File: src/sv/qdct_pkg.sv
// Shared constants, codes and types of the quad down-counter timer block.
// No dependencies; every other file imports this package.
package qdct_pkg;

    localparam int NUM_TIMERS    = 4;
    localparam int MAX_TIMERS    = 8;
    localparam int WINDOW_BYTES  = 20;
    localparam int SHARED_WINDOW = 8;
    localparam int ADDR_W        = 12;
    localparam int DATA_W        = 32;
    localparam int IRQ_W         = 4;
    localparam int WORD_W        = 3;

    localparam logic [DATA_W-1:0] FREE_RELOAD = 32'hffff_ffff;

    // control word bits
    localparam int CTL_ENABLE = 0;
    localparam int CTL_USER   = 1;
    localparam int CTL_MASK   = 2;

    typedef enum logic [1:0] {
        FUNC_READ  = 2'd0,
        FUNC_WRITE = 2'd1,
        FUNC_TICK  = 2'd2
    } func_t;

    // per-timer window words
    localparam logic [WORD_W-1:0] WORD_LOAD  = 3'd0;
    localparam logic [WORD_W-1:0] WORD_COUNT = 3'd1;
    localparam logic [WORD_W-1:0] WORD_CTL   = 3'd2;
    localparam logic [WORD_W-1:0] WORD_EOI   = 3'd3;
    localparam logic [WORD_W-1:0] WORD_MIS   = 3'd4;

    // shared window words
    localparam logic [WORD_W-1:0] SH_MIS = 3'd0;
    localparam logic [WORD_W-1:0] SH_EOI = 3'd1;
    localparam logic [WORD_W-1:0] SH_RAW = 3'd2;

    typedef struct packed {
        logic [NUM_TIMERS-1:0] hit;
        logic                  shared_hit;
        logic [WORD_W-1:0]     word;
    } dec_t;

    typedef struct packed {
        logic              tick;
        logic              wr_load;
        logic              wr_ctl;
        logic              clr_flag;
        logic [DATA_W-1:0] wdata;
    } chan_cmd_t;

    typedef struct packed {
        logic [DATA_W-1:0] load;
        logic [DATA_W-1:0] count;
        logic [DATA_W-1:0] ctl;
        logic              flag;
        logic              masked;
        logic              masked_next;
    } chan_stat_t;

endpackage

File: src/sv/qdct_dec.sv
// Address decode: finds the timer or shared window an offset falls in and the word within it.
// Depends on qdct_pkg.
module qdct_dec (
    input  logic [qdct_pkg::ADDR_W-1:0] addr,
    output qdct_pkg::dec_t              dec
);
    import qdct_pkg::*;

    localparam logic [ADDR_W:0] SH_LO = (ADDR_W+1)'(SHARED_WINDOW * WINDOW_BYTES);
    localparam logic [ADDR_W:0] SH_HI = (ADDR_W+1)'((SHARED_WINDOW + 1) * WINDOW_BYTES);

    logic [ADDR_W:0]   addr_x;
    logic [ADDR_W-1:0] offs;
    logic [ADDR_W:0]   lo;
    logic [ADDR_W:0]   hi;

    assign addr_x = {1'b0, addr};

    // Compare against constant window bounds instead of dividing the offset
    always_comb
    begin
        dec  = '0;
        offs = '0;
        lo   = '0;
        hi   = '0;
        for (int n = 0; n < NUM_TIMERS; n++)
        begin
            lo = (ADDR_W+1)'(n * WINDOW_BYTES);
            hi = (ADDR_W+1)'((n + 1) * WINDOW_BYTES);
            if (addr_x >= lo && addr_x < hi)
            begin
                dec.hit[n] = 1'b1;
                offs       = addr - lo[ADDR_W-1:0];
                dec.word   = offs[WORD_W+1:2];
            end
        end
        if (addr_x >= SH_LO && addr_x < SH_HI)
        begin
            dec.shared_hit = 1'b1;
            offs           = addr - SH_LO[ADDR_W-1:0];
            dec.word       = offs[WORD_W+1:2];
        end
    end

endmodule

File: src/sv/qdct_chan.sv
// One timer channel: load count, control word, down counter and raw interrupt flag.
// Depends on qdct_pkg.
module qdct_chan (
    input  logic                 clk,
    input  logic                 rst_n,
    input  qdct_pkg::chan_cmd_t  cmd,
    output qdct_pkg::chan_stat_t stat
);
    import qdct_pkg::*;

    logic [DATA_W-1:0] load_reg, load_next;
    logic [DATA_W-1:0] ctl_reg, ctl_next;
    logic [DATA_W-1:0] cnt_reg, cnt_next;
    logic              flag_reg, flag_next;
    logic [DATA_W-1:0] reload;

    assign reload = ctl_reg[CTL_USER] ? load_reg : FREE_RELOAD;

    always_comb
    begin
        load_next = load_reg;
        ctl_next  = ctl_reg;
        cnt_next  = cnt_reg;
        flag_next = flag_reg;
        if (cmd.wr_load)
            load_next = cmd.wdata;
        if (cmd.wr_ctl)
        begin
            ctl_next = cmd.wdata;
            // restart from the reload value the new mode selects
            if (cmd.wdata[CTL_ENABLE])
                cnt_next = cmd.wdata[CTL_USER] ? load_reg : FREE_RELOAD;
        end
        if (cmd.tick && ctl_reg[CTL_ENABLE])
        begin
            if (cnt_reg <= DATA_W'(1))
            begin
                flag_next = 1'b1;
                cnt_next  = reload;
            end
            else
            begin
                cnt_next = cnt_reg - DATA_W'(1);
            end
        end
        if (cmd.clr_flag)
            flag_next = 1'b0;
    end

    always_ff @(posedge clk or negedge rst_n)
    begin
        if (!rst_n)
        begin
            load_reg <= '0;
            ctl_reg  <= '0;
            cnt_reg  <= '0;
            flag_reg <= 1'b0;
        end
        else
        begin
            load_reg <= load_next;
            ctl_reg  <= ctl_next;
            cnt_reg  <= cnt_next;
            flag_reg <= flag_next;
        end
    end

    always_comb
    begin
        stat.load        = load_reg;
        stat.count       = cnt_reg;
        stat.ctl         = ctl_reg;
        stat.flag        = flag_reg;
        stat.masked      = flag_reg & ~ctl_reg[CTL_MASK];
        stat.masked_next = flag_next & ~ctl_next[CTL_MASK];
    end

endmodule

File: src/sv/quad_down_counter_timer_regs.sv
// Top level of the quad down-counter timer: request register, decode, channels, response register.
// Depends on qdct_pkg, qdct_dec and qdct_chan.
//
// Four 32-bit down-counting timers behind a register window per timer (0x14 bytes each) and
// a shared status window at window 8. Each request word is a bus read, a bus write or one
// tick; every request gives exactly one response word with the read data (zero for writes,
// ticks and unknown offsets) and the interrupt lines as they stand after the request.
// A request is taken into the request register, processed in one pass through decode and the
// four channel update paths, and its response is captured in the response register.
// One request per cycle is sustained while rsp_ready is high; the request register frees as the
// response register is taken, so req_ready stays high while a finished response waits only if the pipe is not full.
// Reads of the end-of-interrupt words clear flags; reads and updates of all timers happen in
// the same cycle.
module quad_down_counter_timer_regs (
    input  logic                        clk,
    input  logic                        rst_n,
    input  logic                        req_valid,
    output logic                        req_ready,
    input  logic [1:0]                  func,
    input  logic [qdct_pkg::ADDR_W-1:0] addr,
    input  logic [qdct_pkg::DATA_W-1:0] wdata,
    output logic                        rsp_valid,
    input  logic                        rsp_ready,
    output logic [qdct_pkg::DATA_W-1:0] rdata,
    output logic [qdct_pkg::IRQ_W-1:0]  irq_lines
);
    import qdct_pkg::*;

    logic              req_vld_reg;
    logic [1:0]        func_reg;
    logic [ADDR_W-1:0] addr_reg;
    logic [DATA_W-1:0] wdata_reg;

    logic              rsp_vld_reg;
    logic [DATA_W-1:0] rdata_reg, rdata_next;
    logic [IRQ_W-1:0]  irq_reg, irq_next;

    logic              advance;
    logic              is_read;
    logic              is_write;
    logic              is_tick;
    dec_t              dec;
    chan_cmd_t         cmd  [NUM_TIMERS];
    chan_stat_t        stat [NUM_TIMERS];
    logic [MAX_TIMERS-1:0] masked_pad;
    logic [MAX_TIMERS-1:0] raw_pad;
    logic [MAX_TIMERS-1:0] masked_next_pad;

    assign advance   = req_vld_reg && (!rsp_vld_reg || rsp_ready);
    assign req_ready = !req_vld_reg || advance;

    always_ff @(posedge clk or negedge rst_n)
    begin
        if (!rst_n)
            req_vld_reg <= 1'b0;
        else if (req_ready)
            req_vld_reg <= req_valid;
    end

    always_ff @(posedge clk)
    begin
        if (req_valid && req_ready)
        begin
            func_reg  <= func;
            addr_reg  <= addr;
            wdata_reg <= wdata;
        end
    end

    qdct_dec u_dec (
        .addr (addr_reg),
        .dec  (dec)
    );

    always_comb
    begin
        is_read  = 1'b0;
        is_write = 1'b0;
        is_tick  = 1'b0;
        case (func_reg)
            FUNC_READ:  is_read  = 1'b1;
            FUNC_WRITE: is_write = 1'b1;
            FUNC_TICK:  is_tick  = 1'b1;
            default:    ;
        endcase
    end

    // Commands only fire on the cycle the request moves into the response register
    always_comb
    begin
        for (int n = 0; n < NUM_TIMERS; n++)
        begin
            cmd[n].tick     = advance && is_tick;
            cmd[n].wr_load  = advance && is_write && dec.hit[n] && dec.word == WORD_LOAD;
            cmd[n].wr_ctl   = advance && is_write && dec.hit[n] && dec.word == WORD_CTL;
            cmd[n].clr_flag = advance && is_read &&
                              ((dec.hit[n] && dec.word == WORD_EOI) ||
                               (dec.shared_hit && dec.word == SH_EOI));
            cmd[n].wdata    = wdata_reg;
        end
    end

    for (genvar g = 0; g < NUM_TIMERS; g++)
    begin : g_chan
        qdct_chan u_chan (
            .clk   (clk),
            .rst_n (rst_n),
            .cmd   (cmd[g]),
            .stat  (stat[g])
        );
    end

    always_comb
    begin
        masked_pad      = '0;
        raw_pad         = '0;
        masked_next_pad = '0;
        for (int n = 0; n < NUM_TIMERS; n++)
        begin
            masked_pad[n]      = stat[n].masked;
            raw_pad[n]         = stat[n].flag;
            masked_next_pad[n] = stat[n].masked_next;
        end
    end

    always_comb
    begin
        rdata_next = '0;
        if (is_read)
        begin
            for (int n = 0; n < NUM_TIMERS; n++)
            begin
                if (dec.hit[n])
                begin
                    case (dec.word)
                        WORD_LOAD:  rdata_next = stat[n].load;
                        WORD_COUNT: rdata_next = stat[n].count;
                        WORD_CTL:   rdata_next = stat[n].ctl;
                        WORD_MIS:   rdata_next = DATA_W'(stat[n].masked);
                        default:    ;
                    endcase
                end
            end
            if (dec.shared_hit)
            begin
                case (dec.word)
                    SH_MIS:  rdata_next = DATA_W'(masked_pad);
                    SH_RAW:  rdata_next = DATA_W'(raw_pad);
                    default: ;
                endcase
            end
        end
        irq_next = masked_next_pad[IRQ_W-1:0];
    end

    always_ff @(posedge clk or negedge rst_n)
    begin
        if (!rst_n)
            rsp_vld_reg <= 1'b0;
        else if (!rsp_vld_reg || rsp_ready)
            rsp_vld_reg <= req_vld_reg;
    end

    always_ff @(posedge clk)
    begin
        if (advance)
        begin
            rdata_reg <= rdata_next;
            irq_reg   <= irq_next;
        end
    end

    assign rsp_valid = rsp_vld_reg;
    assign rdata     = rdata_reg;
    assign irq_lines = irq_reg;

endmodule

File: config.mk
export PLATFORM = sky130hd
export DESIGN_NAME = quad_down_counter_timer_regs
export DESIGN_NICKNAME = d
export VERILOG_FILES = /design/src/sv/qdct_pkg.sv /design/src/sv/qdct_dec.sv /design/src/sv/qdct_chan.sv /design/src/sv/quad_down_counter_timer_regs.sv
export SDC_FILE = /design/constraint.sdc
export NUM_CORES = 1
export LEC_CHECK = 0
export ABC_AREA = 1
export BUFFER_PORTS_ARGS = -buffer_cell sky130_fd_sc_hd__buf_2
export CORE_MARGIN = 2
export CORE_UTILIZATION = 55
export CTS_BUF_LIST = sky130_fd_sc_hd__clkbuf_8
export CTS_CLUSTER_SIZE = 8
export DETAILED_ROUTE_END_ITERATION = 6
export GPL_ROUTABILITY_DRIVEN = 0
export GPL_TIMING_DRIVEN = 0
export PLACE_DENSITY = 0.73
export SYNTH_ARGS = -nofsm -noshare
export SYNTH_HDL_FRONTEND = slang
export SYNTH_HIERARCHICAL = 1
export SYNTH_SLANG_ARGS = --single-unit
File: constraint.sdc
create_clock -name clk -period 9.5 [get_ports clk]
set_input_delay 1.425 -clock clk [delete_from_list [all_inputs] [get_ports clk]]
set_output_delay 1.425 -clock clk [all_outputs]
set_load 0.03 [all_outputs]
======== Word level (Yosys, flattened, before mapping) ========
Index checks and enable logic that the tools add are counted.
word-level totals
  bits in writable memories ............... 0
  bits in registers ....................... 472
  bits in latches ......................... 0
  output and inout bits ................... 38
  memory bits (read-only) ................. 0
  memories ................................ 0
operators by class
  eq/ne operators ......................... 6
  bitwise operators ....................... 16
  multiply operators ...................... 0
  shifts and indexed selects .............. 0
  reductions and logical operators ........ 57
  add/sub/neg operators ................... 8
  muxes and demuxes ....................... 63
  $lt $le $gt $ge ......................... 14
  div/mod/pow operators ................... 0
operators with widths
  cell                     number
  $mux W32                 30
  $pmux W32 S4             4
  $le A32 B1 Y1 const B    4
  $sub A32 B1 Y32 const B  4
  $pmux W32 S2             1
  $logic_and A1 B1 Y1      35
  $ge A12 B6 Y1 const B    2
  $lt A12 B6 Y1 const B    2
  $mux W3                  8
  $mux W1                  19
  $reduce_bool A2 Y1       8
  $ge A12 B1 Y1 const B    1
  $ge A12 B5 Y1 const B    1
  $ge A12 B8 Y1 const B    1
  $lt A12 B5 Y1 const B    1
  $lt A12 B7 Y1 const B    1
  $lt A12 B8 Y1 const B    1
  $sub A5 B5 Y5 const B    2
  $and A1 B1 Y1            8
  $not A1 Y1               8
  $reduce_and A2 Y1        4
  $eq A3 B2 Y1 const B     2
  $logic_or A1 B1 Y1       6
  $sub A5 B1 Y5 const B    1
  other kinds (9)          10

======== Logic depth before layout (Yosys ltp) ========
  depth after elaboration ................. 19
  mapped depth ............................ 28
  gate-level depth less buffers ........... 23

======== Modules after synthesis ========
Netlist, hierarchy kept.
by module, submodules not included
  module                             times used  cells each  area each (um^2)
  qdct_chan at g_chan[1].u_chan ...  3           749         5619.1
  quad_down_counter_timer_regs       1           1020        6578.8
  qdct_chan at g_chan[0].u_chan      1           738         5551.6
  qdct_dec                           1           83          480.5

======== Least setup slack after synthesis ========
No wires, ideal clock.
  path type ............................... flip-flop to flip-flop
  start ................................... register addr_reg[3]
  end ..................................... register g_chan[0].u_chan.cnt_reg[19]
  data required time ...................... 9.434 ns
  setup time .............................. 0.066 ns
  stages on the path, launching flop included .. 26
  path buffers ............................ 5
  period minus slack after synthesis ...... 3.323 ns
  path slack .............................. 6.177 ns
  arrival ................................. 3.257 ns
  path through ............................ edfxtp_1 ha_1 nand2_2 nor2_2 nor2_4 nand2_4 o21ai_0 inv_1 nand2_1 nand3_1 inv_2 nand2_2 nor2_4 buf_4 buf_2 inv_1 nor2_1 buf_2 nand2_1 nand2_1 inv_1 buf_2 buf_2 a31oi_1 nand2_1 nand2_1
RTL lines
  item                      line                                source
  start: declaration        quad_down_counter_timer_regs.sv:31  logic [ADDR_W-1:0] addr_reg;
  start signal: assignment  quad_down_counter_timer_regs.sv:65  addr_reg <= addr;
  end signal: assignment    qdct_chan.sv:63                     cnt_reg <= cnt_next;
  end: declaration          qdct_chan.sv:13                     logic [DATA_W-1:0] cnt_reg, cnt_next;

==> results.toml <==
[run_status]
outcome = "complete, but fails checks"
failed_checks = "DRC"

[setup_path]
slowest_stage = "nor3_2"
worstSetupStartpointType = "register"
critPathKind = "reg2reg"
path_common_cell = "nand2_1"
max_stage_delay_ns = 0.60
worstPathCellList = "inv_1 > ha_1 > nor2_1 > nor3_2 > nand2_1 > nand2_1 > inv_2 > nor2_4 > buf_4 > buf_2 > inv_1 > nor2_1 > buf_2 > nand2_1 > nand2_1 > inv_2 > clkbuf_1 > a31oi_1 > nand2_1 > nand2_1"
crit_family = "simple AND/OR/NAND/NOR gates"
cp_num_buf_inv = 8
end_kind = "register"
worst-path-max-fanout = 10
worst_ep_arrival_time_ns = 5.45
startpoint = "addr_reg[3]"
required_ns = 10.13
reg2reg_from = "addr_reg[3]"

[timing]
post-route-min-period_ns = 4.82
fmax_ghz = 0.208
finClkSkew_ns = 0.0263
maxSlewViolCount = 0
hold_viol = 0
slew_headroom = 0.389
worst_pin_slew_ns = 0.916
setup_tns_ns = 0
rsz0062_at_grt = "no"
finalSetupViolCount = 0
hold_ws_ns = 0.508
worst_slack_ns = 4.68
period_share = 0.507

[placed_design]
dp.cells = 4868
dp_hpwl_um = 81400
place_ws_ns = 4.99
port_buffers = 87

[clock_tree]
clockBufferDepth = 3
ctsRootBufferMaster = "clkbuf_8"
clk_latency_ns = 0.71
clkTransAtPathRegs_ns = 0.06
postCtsSetupRepairBufs = 0
cts_tree = "yes"
numClockSinks = 472
postCtsHoldBufs = 0
cts_buffers = 84
h-tree-depth = 3
post_cts_resize_count = 0

[global_routing]
antenna_found_initial = 3
overflow = 0
grt_start_max_net_pins = 96
grt_util_all_layers = 0.388
grt_pass1_vias = 27100
grt_pass1_wl_um = 163000

[min_path]
hp-start = "g_chan[3].u_chan/ctl_reg[16]"
hold_class = "reg2reg"

[route]
dr.pass1.iters = 7
drc = 14
avgViaCountPerCell = 5.94
wl_per_cell_um = 21.6
postRouteWirelength_um = 109000
vias = 29900
drtIter0Drc = 4477
detail-route-antenna-nets = 0

[floorplan]
rows = 84
core_area_um2 = 52800
io_pins = 88
die_h_um = 235
fp.dieArea_um2 = 55400
die_w_um = 235
start_util = 0.559

[synthesis]
yosysWarningCount = 6
synth_nets = 4150
synth_top_cell_by_area = "dfrtp_1"
synth-seq-area-share = 0.415
synth_area_per_cell_um2 = 7.21
syn-instance-count = 4088
synth_top_area_frac = 0.331
yosys.cell_types.count = 39
synth_area_leaders = "dfrtp_1 (33%), nand2_1 (18%), edfxtp_1 (8.4%)"
ys_seq_elements = 472
synth.cell_area_um2 = 29500

[layout]
final_cells = 5029
nFillCells = 4863
final_util = 0.618
num-nets-final = 4328
drive_gt1_frac = 0.135
area_delta_synth_final_pct = 10.7

[power_and_ir_drop]
power_density_nw_per_um2 = 195
vdd_ir_drop_max_mv = 0.130
p_leak_uw = 0.0160

[job]
drv_cap = 0
## final timing paths
path                                                     end  slack [ns]  depth (start not counted)
worst max-delay path            g_chan[3].u_chan/cnt_reg[28]        4.68                         20
worst min-delay path            g_chan[3].u_chan/ctl_reg[16]        0.51                          1
worst max register to register  g_chan[3].u_chan/cnt_reg[28]        4.68                         20
worst min register to register  g_chan[3].u_chan/ctl_reg[16]        0.51                          1
max in group asynchronous       g_chan[3].u_chan/cnt_reg[19]        7.60                          3
min in group asynchronous        g_chan[0].u_chan/cnt_reg[9]        0.62                          1
## routing by layer
layer  part of all wire  track usage
met5                  0            0
met2               0.41        0.562
met1               0.39        0.528
met4              0.065        0.222
met3               0.13        0.101
## final cells by class
type	count	area [um2]	area share
Antenna cell	3	7.51	0.000230
Buffer	207	1000	0.0307
Clock buffer	106	1460	0.0447
Clock inverter	52	259	0.00794
Inverter	373	1400	0.0429
Multi-Input combinational cell	3036	14800	0.455
Sequential cell	472	12200	0.375
Tap cell	688	861	0.0264
Timing Repair Buffer	92	576	0.0176
## cells in the mapped netlist
cell type / instances
nand4_1: 53
dfrtp_1: 390
and2_2: 1
clkinv_1: 2
nor2_1: 324
nor2_4: 9
inv_1: 344
nand3_1: 412
o21ai_4: 3
buf_4: 25
inv_2: 27
nor2_2: 43
buf_1: 12
clkbuf_1: 116
edfxtp_1: 82
nor2_8: 5
o21ai_1: 45
nand3b_1: 9
nand2_1: 1391
a211oi_1: 4
nor3_2: 2
nand3_2: 28
nor3_1: 2
mux2_2: 120
o21ai_0: 235
and2_1: 6
buf_6: 10
ha_1: 12
o21bai_1: 13
nor3b_2: 1
a31oi_1: 73
nand2_2: 30
a21oi_2: 6
a21oi_4: 5
a21oi_1: 150
xor2_1: 15
buf_2: 44
nand2_4: 11
xnor2_1: 28
## where the power goes
part           internal [uW]  switching, uW
registers               2330            611
logic                    508            966
clock network           1030            911
total                   3870           2490
## cell usage in the layout (no fill, tap or decap), types with 30 or more instances in the layout
cell         n
nand3_1    412
nand4_1     53
nand2_1   1391
nor2_2      43
clkbuf_8   106
o21ai_1     45
inv_1      370
nor2_1     324
dfrtp_1    390
o21ai_0    235
a31oi_1     73
nand2_2     30
buf_2      130
a21oi_1    150
clkbuf_1   116
edfxtp_1    82
mux2_2     120
## metrics by stage
stage | area, um2 | power [uW]
floorplan | 29500 | 3730
global placement | 30800 | 4340
detailed placement | 30900 | 4370
CTS | 32600 | 6300
global route | 32600 | 6640
finish | 32600 | 6360
## cell families (layout without fill, tap and decap cells)
kind of cell,Yosys count,count (layout),synth area share
xor gates and xnor gates,43,43,0.0128
other,0,3,0
adders and majority gates,12,12,0.00509
and+or+nand+nor,2327,2327,0.341
buffers and inverters,580,830,0.0815
AOI/OAI and AO/OA,534,534,0.0991
muxes,120,120,0.0459
DFF,472,472,0.415
No activity file was read; power rests on OpenSTA's default activity.
